--- src/rtl/sfb_pkg.sv ---
// Shared types and constants of the serial frame builder.
// Used by the front, queue, back and top level; depends on nothing.
`timescale 1ns / 1ps
`default_nettype none

package sfb_pkg;

  localparam int unsigned MAX_PAYLOAD_DEF = 1024;

  localparam int unsigned LEN_W  = 11;
  localparam int unsigned SEQ_W  = 8;
  localparam int unsigned CMD_W  = 16;
  localparam int unsigned BYTE_W = 8;
  localparam int unsigned CFG_IDX_W  = 2;
  localparam int unsigned CFG_DATA_W = 16;

  localparam int unsigned QUEUE_DEPTH = 2;

  // configuration register indexes
  localparam logic [CFG_IDX_W-1:0] CFG_PAYLOAD_LENGTH = 2'd0;
  localparam logic [CFG_IDX_W-1:0] CFG_SEQUENCE_BYTE  = 2'd1;
  localparam logic [CFG_IDX_W-1:0] CFG_COMMAND_ID     = 2'd2;

  localparam logic [LEN_W-1:0] LEN_RESET = 11'd1;
  localparam logic [SEQ_W-1:0] SEQ_RESET = 8'h00;
  localparam logic [CMD_W-1:0] CMD_RESET = 16'h000F;

  localparam logic [7:0]  START_BYTE      = 8'hA5;
  localparam logic [7:0]  CRC8_SEED       = 8'hFF;
  localparam logic [7:0]  CRC8_POLY_REFL  = 8'h8C;
  localparam logic [15:0] CRC16_SEED      = 16'hFFFF;
  localparam logic [15:0] CRC16_POLY_REFL = 16'h8408;

  // byte slots within one item's output sequence
  typedef logic [3:0] step_t;
  localparam step_t STEP_START   = 4'd0;
  localparam step_t STEP_LEN_LO  = 4'd1;
  localparam step_t STEP_LEN_HI  = 4'd2;
  localparam step_t STEP_SEQ     = 4'd3;
  localparam step_t STEP_CRC8    = 4'd4;
  localparam step_t STEP_CMD_LO  = 4'd5;
  localparam step_t STEP_CMD_HI  = 4'd6;
  localparam step_t STEP_DATA    = 4'd7;
  localparam step_t STEP_CRC_LO  = 4'd8;
  localparam step_t STEP_CRC_HI  = 4'd9;

  typedef struct packed {
    logic              first;
    logic              last;
    logic [LEN_W-1:0]  len;
    logic [SEQ_W-1:0]  seq;
    logic [CMD_W-1:0]  cmd;
    logic [BYTE_W-1:0] data;
  } sfb_item_t;

  typedef struct packed {
    logic valid;
    logic pop;
  } sfb_qctl_t;

endpackage

`default_nettype wire

--- src/rtl/sfb_front.sv ---
// Front end: configuration registers, frame position tracking and item classification.
// Depends on sfb_pkg.
`timescale 1ns / 1ps
`default_nettype none

module sfb_front
  import sfb_pkg::*;
#(
  parameter int unsigned MAX_PAYLOAD = MAX_PAYLOAD_DEF
) (
  input  wire logic                  clk,
  input  wire logic                  rst_n,
  input  wire logic                  cfg_valid,
  output logic                       cfg_ready,
  input  wire logic [CFG_IDX_W-1:0]  cfg_index,
  input  wire logic [CFG_DATA_W-1:0] cfg_data,
  input  wire logic                  in_valid,
  output logic                       in_stall,
  input  wire logic [BYTE_W-1:0]     in_payload_byte,
  input  wire logic                  q_full,
  output logic                       q_push,
  output sfb_item_t                  q_item
);

  localparam int unsigned CLOG_W = (MAX_PAYLOAD > 1) ? $clog2(MAX_PAYLOAD) : 1;
  localparam int unsigned POS_W  = (CLOG_W > LEN_W) ? LEN_W : CLOG_W;
  localparam int unsigned CMP_W  = ((POS_W > LEN_W) ? POS_W : LEN_W) + 1;

  logic [LEN_W-1:0] len_r;
  logic [SEQ_W-1:0] seq_r;
  logic [CMD_W-1:0] cmd_r;
  logic [POS_W-1:0] pos_r, pos_nxt;
  logic [LEN_W-1:0] len_eff;
  logic [CMP_W-1:0] pos_inc;
  logic             is_last;

  assign cfg_ready = 1'b1;
  assign in_stall  = q_full;
  assign q_push    = in_valid && !q_full;

  always_comb begin
    if (len_r == '0) begin
      len_eff = LEN_W'(1);
    end else if (32'(len_r) > 32'(MAX_PAYLOAD)) begin
      len_eff = LEN_W'(MAX_PAYLOAD);
    end else begin
      len_eff = len_r;
    end
    pos_inc = CMP_W'(pos_r) + CMP_W'(1);
    is_last = pos_inc >= CMP_W'(len_eff);
    pos_nxt = is_last ? '0 : POS_W'(pos_inc);
  end

  always_comb begin
    q_item.first = (pos_r == '0);
    q_item.last  = is_last;
    q_item.len   = len_eff;
    q_item.seq   = seq_r;
    q_item.cmd   = cmd_r;
    q_item.data  = in_payload_byte;
  end

  always_ff @(posedge clk) begin
    if (!rst_n) begin
      len_r <= LEN_RESET;
      seq_r <= SEQ_RESET;
      cmd_r <= CMD_RESET;
    end else if (cfg_valid && cfg_ready) begin
      unique case (cfg_index)
        CFG_PAYLOAD_LENGTH: len_r <= cfg_data[LEN_W-1:0];
        CFG_SEQUENCE_BYTE:  seq_r <= cfg_data[SEQ_W-1:0];
        CFG_COMMAND_ID:     cmd_r <= cfg_data[CMD_W-1:0];
        default: ;
      endcase
    end
  end

  always_ff @(posedge clk) begin
    if (!rst_n) begin
      pos_r <= '0;
    end else if (q_push) begin
      pos_r <= pos_nxt;
    end
  end

endmodule

`default_nettype wire

--- src/rtl/sfb_queue.sv ---
// Short item queue between the front and the back.
// Depends on sfb_pkg.
`timescale 1ns / 1ps
`default_nettype none

module sfb_queue
  import sfb_pkg::*;
(
  input  wire logic      clk,
  input  wire logic      rst_n,
  input  wire logic      push,
  input  wire sfb_item_t push_item,
  output logic           full,
  input  wire sfb_qctl_t ctl_in,
  output logic           head_valid,
  output sfb_item_t      head_item,
  output logic [$clog2(QUEUE_DEPTH+1)-1:0] count
);

  localparam int unsigned PTR_W = (QUEUE_DEPTH > 1) ? $clog2(QUEUE_DEPTH) : 1;
  localparam int unsigned CNT_W = $clog2(QUEUE_DEPTH + 1);

  sfb_item_t        mem [QUEUE_DEPTH];
  logic [PTR_W-1:0] wr_ptr_r, rd_ptr_r;
  logic [CNT_W-1:0] count_r, count_nxt;
  logic             do_pop;

  assign full       = (count_r == CNT_W'(QUEUE_DEPTH));
  assign head_valid = (count_r != '0);
  assign head_item  = mem[rd_ptr_r];
  assign count      = count_r;
  assign do_pop     = ctl_in.pop && head_valid;

  always_comb begin
    count_nxt = count_r;
    if (push && !do_pop) begin
      count_nxt = count_r + CNT_W'(1);
    end else if (do_pop && !push) begin
      count_nxt = count_r - CNT_W'(1);
    end
  end

  always_ff @(posedge clk) begin
    if (push) begin
      mem[wr_ptr_r] <= push_item;
    end
  end

  always_ff @(posedge clk) begin
    if (!rst_n) begin
      wr_ptr_r <= '0;
      rd_ptr_r <= '0;
      count_r  <= '0;
    end else begin
      if (push) begin
        wr_ptr_r <= (32'(wr_ptr_r) == QUEUE_DEPTH - 1) ? '0 : wr_ptr_r + PTR_W'(1);
      end
      if (do_pop) begin
        rd_ptr_r <= (32'(rd_ptr_r) == QUEUE_DEPTH - 1) ? '0 : rd_ptr_r + PTR_W'(1);
      end
      count_r <= count_nxt;
    end
  end

endmodule

`default_nettype wire

--- src/rtl/sfb_back.sv ---
// Back end: byte sequencer, header CRC-8, frame CRC-16 and output register.
// Depends on sfb_pkg.
`timescale 1ns / 1ps
`default_nettype none

module sfb_back
  import sfb_pkg::*;
(
  input  wire logic               clk,
  input  wire logic               rst_n,
  input  wire logic               head_valid,
  input  wire sfb_item_t          head_item,
  output sfb_qctl_t               ctl_out,
  output logic                    out_valid,
  input  wire logic               out_stall,
  output logic [BYTE_W-1:0]       out_frame_byte,
  output logic                    out_frame_end
);

  function automatic logic [7:0] crc8_step(input logic [7:0] crc, input logic [7:0] b);
    logic [7:0] c;
    c = crc ^ b;
    for (int i = 0; i < 8; i++) begin
      c = c[0] ? ((c >> 1) ^ CRC8_POLY_REFL) : (c >> 1);
    end
    return c;
  endfunction

  function automatic logic [15:0] crc16_step(input logic [15:0] crc, input logic [7:0] b);
    logic [15:0] c;
    c = crc ^ {8'h00, b};
    for (int i = 0; i < 8; i++) begin
      c = c[0] ? ((c >> 1) ^ CRC16_POLY_REFL) : (c >> 1);
    end
    return c;
  endfunction

  logic              active_r, active_nxt;
  step_t             step_r, step_nxt;
  logic [7:0]        crc8_r, crc8_nxt;
  logic [15:0]       crc16_r, crc16_nxt;
  logic              out_valid_r;
  logic [BYTE_W-1:0] out_byte_r;
  logic              out_end_r;

  step_t             cur_step;
  step_t             last_step;
  logic              emit;
  logic              done;
  logic [7:0]        cur_byte;
  logic [15:0]       len_ext;

  assign out_valid      = out_valid_r;
  assign out_frame_byte = out_byte_r;
  assign out_frame_end  = out_end_r;

  always_comb begin
    len_ext   = {{(16 - LEN_W){1'b0}}, head_item.len};
    cur_step  = active_r ? step_r : (head_item.first ? STEP_START : STEP_DATA);
    last_step = head_item.last ? STEP_CRC_HI : STEP_DATA;
    emit      = head_valid && (!out_valid_r || !out_stall);
    done      = emit && (cur_step == last_step);

    unique case (cur_step)
      STEP_START:  cur_byte = START_BYTE;
      STEP_LEN_LO: cur_byte = len_ext[7:0];
      STEP_LEN_HI: cur_byte = len_ext[15:8];
      STEP_SEQ:    cur_byte = head_item.seq;
      STEP_CRC8:   cur_byte = crc8_r;
      STEP_CMD_LO: cur_byte = head_item.cmd[7:0];
      STEP_CMD_HI: cur_byte = head_item.cmd[15:8];
      STEP_DATA:   cur_byte = head_item.data;
      STEP_CRC_LO: cur_byte = crc16_r[7:0];
      STEP_CRC_HI: cur_byte = crc16_r[15:8];
      default:     cur_byte = 8'h00;
    endcase

    crc8_nxt = crc8_r;
    if (emit && (cur_step <= STEP_SEQ)) begin
      crc8_nxt = crc8_step((cur_step == STEP_START) ? CRC8_SEED : crc8_r, cur_byte);
    end
    crc16_nxt = crc16_r;
    if (emit && (cur_step <= STEP_DATA)) begin
      crc16_nxt = crc16_step((cur_step == STEP_START) ? CRC16_SEED : crc16_r, cur_byte);
    end

    active_nxt = active_r;
    step_nxt   = step_r;
    if (emit) begin
      active_nxt = !done;
      step_nxt   = cur_step + step_t'(1);
    end

    ctl_out.valid = head_valid;
    ctl_out.pop   = done;
  end

  always_ff @(posedge clk) begin
    crc8_r  <= crc8_nxt;
    crc16_r <= crc16_nxt;
    step_r  <= step_nxt;
    if (emit) begin
      out_byte_r <= cur_byte;
      out_end_r  <= (cur_step == STEP_CRC_HI);
    end
  end

  always_ff @(posedge clk) begin
    if (!rst_n) begin
      active_r    <= 1'b0;
      out_valid_r <= 1'b0;
    end else begin
      active_r <= active_nxt;
      if (emit) begin
        out_valid_r <= 1'b1;
      end else if (!out_stall) begin
        out_valid_r <= 1'b0;
      end
    end
  end

endmodule

`default_nettype wire

--- src/rtl/serial_frame_builder_crc8_crc16_top.sv ---
// Top level of the serial frame builder with CRC-8 header and CRC-16 trailer.
// Depends on sfb_pkg, sfb_front, sfb_queue and sfb_back.
//
// Usage:
//   in_*   : one payload byte per transfer (valid/stall).
//   out_*  : one frame byte per transfer (valid/stall); out_frame_end marks
//            the high CRC-16 byte that closes a frame.
//   cfg_*  : register writes (valid/ready, always ready): index 0 payload
//            length, 1 sequence byte, 2 command id. Write only while idle.
// Each payload byte yields one output byte; the first byte of a frame adds
// seven header bytes and the last byte two CRC bytes, so an item yields
// 1 to 10 output bytes, sent at one byte per cycle while the output is not stalled.
// An accepted byte is first written into the queue; its first output byte is
// then loaded into the output register, where an output stall holds it.
// A two-entry queue separates input from output, so input is taken while
// earlier items are still being sent.
// Reset clears the queue, the frame position and the output valid flag and
// restores register defaults. A stall on the output holds the current byte
// and the back end; the front keeps taking input until the queue fills.
`timescale 1ns / 1ps
`default_nettype none

module serial_frame_builder_crc8_crc16_top
  import sfb_pkg::*;
#(
  parameter int unsigned MAX_PAYLOAD = MAX_PAYLOAD_DEF
) (
  input  wire logic                  clk,
  input  wire logic                  rst_n,
  input  wire logic                  cfg_valid,
  output logic                       cfg_ready,
  input  wire logic [CFG_IDX_W-1:0]  cfg_index,
  input  wire logic [CFG_DATA_W-1:0] cfg_data,
  input  wire logic                  in_valid,
  output logic                       in_stall,
  input  wire logic [BYTE_W-1:0]     in_payload_byte,
  output logic                       out_valid,
  input  wire logic                  out_stall,
  output logic [BYTE_W-1:0]          out_frame_byte,
  output logic                       out_frame_end
);

  sfb_item_t push_item;
  sfb_item_t head_item;
  sfb_qctl_t qctl;
  logic      q_push;
  logic      q_full;
  logic      head_valid;
  logic [$clog2(QUEUE_DEPTH+1)-1:0] q_count;

  sfb_front #(
    .MAX_PAYLOAD(MAX_PAYLOAD)
  ) u_front (
    .clk            (clk),
    .rst_n          (rst_n),
    .cfg_valid      (cfg_valid),
    .cfg_ready      (cfg_ready),
    .cfg_index      (cfg_index),
    .cfg_data       (cfg_data),
    .in_valid       (in_valid),
    .in_stall       (in_stall),
    .in_payload_byte(in_payload_byte),
    .q_full         (q_full),
    .q_push         (q_push),
    .q_item         (push_item)
  );

  sfb_queue u_queue (
    .clk       (clk),
    .rst_n     (rst_n),
    .push      (q_push),
    .push_item (push_item),
    .full      (q_full),
    .ctl_in    (qctl),
    .head_valid(head_valid),
    .head_item (head_item),
    .count     (q_count)
  );

  sfb_back u_back (
    .clk           (clk),
    .rst_n         (rst_n),
    .head_valid    (head_valid),
    .head_item     (head_item),
    .ctl_out       (qctl),
    .out_valid     (out_valid),
    .out_stall     (out_stall),
    .out_frame_byte(out_frame_byte),
    .out_frame_end (out_frame_end)
  );

  a_reset_empty: assert property (@(posedge clk) !rst_n |=> !out_valid && !in_stall)
    else $error("outputs not idle after reset");

  a_count_bound: assert property (@(posedge clk) disable iff (!rst_n)
    32'(q_count) <= QUEUE_DEPTH)
    else $error("queue count beyond depth");

  a_pop_needs_item: assert property (@(posedge clk) disable iff (!rst_n)
    qctl.pop |-> qctl.valid)
    else $error("queue popped while empty");

  a_push_when_full: assert property (@(posedge clk) disable iff (!rst_n)
    (q_full && !qctl.pop) |=> q_count == $past(q_count))
    else $error("queue written while full");

endmodule

`default_nettype wire
--- config.mk ---
export PLATFORM = sky130hd
export DESIGN_NAME = serial_frame_builder_crc8_crc16_top
export DESIGN_NICKNAME = d
export VERILOG_FILES = /design/src/rtl/sfb_pkg.sv /design/src/rtl/sfb_front.sv /design/src/rtl/sfb_queue.sv /design/src/rtl/sfb_back.sv /design/src/rtl/serial_frame_builder_crc8_crc16_top.sv
export SDC_FILE = /design/constraint.sdc
export NUM_CORES = 1
export LEC_CHECK = 0
export BUFFER_PORTS_ARGS = -buffer_cell sky130_fd_sc_hd__buf_2
export CORE_MARGIN = 5
export CORE_UTILIZATION = 55
export DETAILED_ROUTE_END_ITERATION = 7
export PLACE_DENSITY = 0.73
export SYNTH_ARGS = -nofsm -noshare
export SYNTH_HDL_FRONTEND = slang
export SYNTH_SLANG_ARGS = --single-unit
--- constraint.sdc ---
create_clock -name clk -period 3.6 [get_ports clk]
set_clock_uncertainty 0.05 [all_clocks]
set_input_delay 0.36 -clock clk [delete_from_list [all_inputs] [get_ports clk]]
set_output_delay 0.36 -clock clk [all_outputs]
set_load 0.02 [all_outputs]
==> results of run 1 <==
-- placed cells by master (no fill, tap or decap), types with 24 or more instances in the layout --
cell and instances:
nor2_1 30, nand2_1 85, xnor2_1 55, mux2i_1 31, inv_1 27, dfxtp_1 51
edfxtp_1 127, a21boi_0 24, buf_2 41
-- flip-flops by register name, indices dropped and copies added (netlist names), named ones only --
register	flops
u_back.step_r	4
u_front.seq_r	8
u_front.pos_r	10
u_back.crc16_r	16
u_front.cmd_r	16
u_back.out_frame_end	1
u_queue.rd_ptr_r	1
u_queue.wr_ptr_r	1
u_front.len_r	11
u_back.active_r	1
u_back.out_frame_byte	8
u_queue.count	2
u_back.out_valid	1
u_queue.mem	90
u_back.crc8_r	8
-- power breakdown --
part	internal, mW	total, mW	switching, mW	leakage [nW]
Clock	1.02	1.90	0.873	0.307
Sequential	2.86	3.12	0.262	1.62
Combinational	1.41	3.02	1.60	1.58
-- per-layer routing --
metal  global-route usage  up-vias
met4               0.0657        0
met5                    0        -
met2                0.339      166
li1                     -     2529
met1                0.276     2547
met3               0.0480       35
-- per-stage QoR --
step / hold slack [ps] / power (mW) / utilization
floorplan: 375 / 5.47 / -
global placement: 388 / 6.05 / 0.584
detailed placement: 391 / 6.15 / 0.584
CTS: 51.0 / 8.06 / 0.625
global route: 44.2 / 8.48 / 0.627
finish: 67.2 / 8.04 / 0.627
-- logic make-up after synthesis --
kind of cell / count (synthesis)
other: 1
buffers and inverters: 67
xor gates and xnor gates: 79
and+or+nand+nor: 182
adders and majority gates: 18
DFF: 179
muxes: 58
AOI/OAI and AO/OA: 103
-- area by class of cell --
cell class              count  area (sq um)  share of cell area
well taps                 188           235              0.0249
inverters                  28           105              0.0111
clock buffers              18           439              0.0464
flip-flops and latches    179          4860               0.513
repair buffers             60           348              0.0368
clock inverters            14           188              0.0198
multi-input cells         441          3290               0.347
-- timing repair --
item	CTS	global route
resized for setup	0	4
endpoints found under the setup margin	0	5
hold endpoints to repair	0	0
-- how the worst max path moves through the flow --
stage,cells after the start,from,to
after floorplan,14,register,u_back.crc8_r[2]
after global placement,12,register,u_back.crc8_r[2]
after detailed placement,12,register,u_back.crc8_r[2]
after CTS,12,register,u_back.crc8_r[2]
after global routing,12,register,u_back.crc8_r[2]
final,14,register,u_back.crc8_r[6]
-- critical path, cell delays in order (launching register included) --
cell,delay [ps]
dfxtp_2,320
mux2_2,260
nor2_2,60
a21oi_1,400
inv_1,130
ha_1,260
buf_4,180
a222oi_1,340
nor2_1,80
a211oi_1,180
nand2_1,130
buf_4,190
xnor2_1,150
xnor2_1,330
xnor2_1,120
==> results_dict.tcl, run 1 <==
set metrics [dict create \
    status "finished clean" \
    yosysSeqAreaShare 0.578 \
    dpl.hpwl_mm 12.5 \
    clock.fmax_mhz 290 \
    min_from "in_payload_byte[5]" \
    synth_cell_types 65 \
    m1WireLength_mm 7.95 \
    fin_crit_ps 3450 \
    synth_compound_area_frac 0.0951 \
    place_area_sq_um 8810 \
    drive_gt1_frac 0.172 \
    ant_nets 0 \
    routedWlPerCell_microns 19.0 \
    fin_area_sq_um 9460 \
    overflow 0 \
    clock-sinks 179 \
    yosys_warnings 0 \
    post-cts-setup-buffers 0 \
    critPathArrivalTime_ps 3560 \
    drc_errors 0 \
    dp_cells 896 \
    synth_ff_type "edfxtp_1" \
    synthesis.instances 687 \
    path_clk_slew_ps 70 \
    antenna_found_initial 0 \
    synth.most_common_cell "edfxtp_1" \
    max_slew_margin 0.239 \
    die_area_sq_um 17800 \
    yosys.area.top_type "edfxtp_1" \
    min_path_cells 1 \
    rsz0062_at_grt "no" \
    ys_top_cells_by_count "127 x edfxtp_1, 85 x nand2_1, 56 x xnor2_1" \
    fin_crit_sh 0.957 \
    cts_tree "built" \
    coreArea_sq_um 15100 \
    grt_max_degree 53 \
    fillers 1201 \
    die_width_microns 134 \
    yosys.area_share.simple 0.0997 \
    end_kind "register" \
    routed.top_layer "met4" \
    worstMarginPinSlew_ps 1140 \
    wl_met2_mm 8.45 \
    avgSynthCellArea_sq_um 12.2 \
    grt_first_pass_wirelength_mm 28.7 \
    diodes 0 \
    wl_mm 17.7 \
    port_buffers 41 \
    h-tree-depth 4 \
    power_density_nw_per_um2 850 \
    setup_violations 0 \
    pre_cts_ws_ps 211 \
    synth_xor_area_frac 0.0881 \
    ir_worst_vdd_mv 0.488 \
    ctsHoldBuffers 0 \
    wl_met3_microns 920 \
    leakagePower_nw 3.51 \
    drt_pass1_iterations 6 \
    synth_enable_flop_cells 127 \
    synth_mux_area_frac 0.0763 \
    syn_area_sq_um 8400 \
    placementRows 45 \
    rr_endpoint "u_back.crc8_r[6]" \
    cts_root_buf "clkbuf_16" \
    yosys.area_share.adder 0.0268 \
    vias 5277 \
    numCtsBuffers 17 \
    synth_area_leaders "edfxtp_1 45%, dfxtp_1 12%, xnor2_1 5.8%" \
    start_util 0.556 \
    r2r_cells 14 \
    drv_cap 0 \
    grt_use_total 0.207 \
    first_iter_violations 465 \
    cp_max_fo 7 \
    synthArstFlopShare 0 \
    syn_nets 736 \
    avgViaCountPerCell 5.69 \
    clk_path_buf_depth 2 \
    timing.final.ws_setup_ps 154 \
    crit_required_ps 3710 \
    finalHoldViolations 0 \
    hold_class "in2reg" \
    reg2reg_setup_slack_ps 150 \
    synth_top_family_by_area "simple AND/OR/NAND/NOR gates" \
    stdcell_count 928 \
    ys_ff_latch 179 \
    tns_ps 0 \
    nets 776 \
    critical_path_class "reg2reg" \
    synth_top_area_frac 0.454 \
    clk_latency_ps 430 \
    min_to "u_queue.mem[1][5]" \
    finalMaxSlewViolations 0 \
    grt_pass1_vias 5325 \
    pin_count 43 \
    syn2layout_area_growth_pct 12.6 \
    place_congestion 0.918 \
    die_h_microns 134 \
    cp-start-kind "register" \
]
No activity file was read; power rests on OpenSTA's default activity.
==> inputs of run 2 (changes only) <==
--- a/config.mk
+++ b/config.mk
@@ -9,4 +9,5 @@
 export CORE_MARGIN = 5
 export CORE_UTILIZATION = 55
+export CTS_CLUSTER_DIAMETER = 80
 export DETAILED_ROUTE_END_ITERATION = 7
 export PLACE_DENSITY = 0.73
==> constraint.sdc (replaced) <==
create_clock -name clk -period 3.6 [get_ports clk]
set_clock_uncertainty 0.05 [all_clocks]
set_input_delay 0.54 -clock clk [delete_from_list [all_inputs] [get_ports clk]]
set_output_delay 0.54 -clock clk [all_outputs]
set_load 0.02 [all_outputs]
==> results_dict.tcl, run 2 (same netlist as run 1, synthesis figures left out) <==
set metrics [dict create \
    leakagePower_nw 3.48 \
    h-tree-depth 4 \
    clock.fmax_mhz 298 \
    status "finished clean" \
    cp_slowest_stage_delay_ps 390 \
    path_clk_slew_ps 80 \
    worstMarginPinSlew_ps 1150 \
    die_width_microns 134 \
    numCtsBuffers 17 \
    grt_use_total 0.206 \
    power_density_nw_per_um2 847 \
    critPathArrivalTime_ps 3490 \
    ant_nets 0 \
    crit_top_cell "xnor2_1" \
    finalMaxSlewViolations 0 \
    routedWlPerCell_microns 19.0 \
    first_iter_violations 489 \
    timing.final.ws_setup_ps 250 \
    grt_first_pass_wirelength_mm 28.3 \
    final_common_cell "edfxtp_1" \
    post-cts-setup-buffers 0 \
    die_h_microns 134 \
    fin_crit_sh 0.931 \
    crit_required_ps 3740 \
    hold_class "in2reg" \
    rsz0062_at_grt "no" \
    clock-sinks 179 \
    port_buffers 41 \
    wl_mm 17.6 \
    grt_pass1_vias 5181 \
    overflow 0 \
    ir_worst_vdd_mv 0.458 \
    reg.largest.list "u_queue.mem x90, u_back.crc16_r x16, u_front.cmd_r x16" \
    clk_path_buf_depth 2 \
    max_slew_margin 0.227 \
    vias 5274 \
    fin_area_sq_um 9430 \
    hold_ws_ps 228 \
    cts_root_buf "clkbuf_16" \
    drc_errors 0 \
    antenna_found_initial 0 \
    crit_chain "mux2_2 > nor2_2 > a21oi_2 > inv_1 > ha_1 > a22o_1 > a221oi_1 > o221a_2 > xnor2_2 > xnor3_1 > xnor2_1 > xnor2_1" \
    nets 776 \
    finalHoldViolations 0 \
    placementRows 45 \
    coreArea_sq_um 15100 \
    drt_pass1_iterations 5 \
    drv_cap 0 \
    avgViaCountPerCell 5.68 \
    end_kind "register" \
    setup_violations 0 \
    drive_gt1_frac 0.170 \
    fin_crit_ps 3350 \
    largest_reg_flops 90 \
    start_util 0.556 \
    place_congestion 0.905 \
    place_area_sq_um 8810 \
    regMostFlops "u_queue.mem" \
    tns_ps 0 \
    cp_max_fo 8 \
    cp-start-kind "register" \
    die_area_sq_um 17800 \
    p_total_mw 7.98 \
    pre_cts_ws_ps 160 \
    grt_max_degree 53 \
    critical_path_class "reg2reg" \
    cts_tree "built" \
    dpl.hpwl_mm 12.6 \
    diodes 0 \
    clk_latency_ps 450 \
    final_cell_mix "127 x edfxtp_1, 85 x nand2_1, 56 x xnor2_1" \
    syn2layout_area_growth_pct 12.3 \
    cp_slowest_cell "edfxtp_1" \
    pin_count 43 \
]
[run 2: final cells by class]
class	instances	area, sq um
fillers	1179	5660
flip-flops and latches	179	4860
multi-input cells	441	3270
clock buffers	17	425
repair buffers	60	348
well taps	188	235
clock inverters	15	186
inverters	28	105
[run 2: what timing repair did]
action	4_1_cts	5_1_grt
hold buffers	0	0
gates resized for setup	0	2
endpoints found under the setup margin	0	5
[run 2: critical path, delay by kind of cell, from the launching register on]
| kind | cells | cell delay (ps) |
|---|---|---|
| XOR/XNOR | 4 | 1040 |
| AO/OA/AOI/OAI | 4 | 700 |
| flip-flops | 1 | 390 |
| adder cells (fa/ha/maj) | 1 | 320 |
| multiplexers | 1 | 310 |
| AND/OR/NAND/NOR | 1 | 180 |
| buffers and inverters | 1 | 110 |
[run 2: metrics by stage]
step | util | cells
floorplan | - | 687
global placement | 0.584 | 896
detailed placement | 0.584 | 896
CTS | 0.624 | 928
global route | 0.625 | 928
finish | 0.625 | 928
[run 2: power by group]
group          internal [mW]  total, mW  switching [mW]
clock network          0.941       1.85           0.914
logic                   1.40       2.99            1.59
registers               2.86       3.13           0.271
total                   5.20       7.98            2.78
[run 2: metal layers]
metal  track usage  wire length (microns)  vias to the layer above
met5             0                      0                        -
met4        0.0543                    179                        0
met3        0.0529                    881                       14
met2         0.334                   8620                      155
met1         0.278                   7910                     2567
li1              -                      -                     2538
[run 2: final timing paths]
check	end	from	slack [ps]	cells after the start
setup / recovery	u_back.crc8_r[2]	u_queue.mem[0][44]	250	12
hold reg to reg	u_queue.mem[0][11]	u_front.cmd_r[3]	400	0
setup reg to reg	u_back.crc8_r[2]	u_queue.mem[0][44]	250	12
hold / removal	u_queue.mem[0][5]	in_payload_byte[5]	230	1
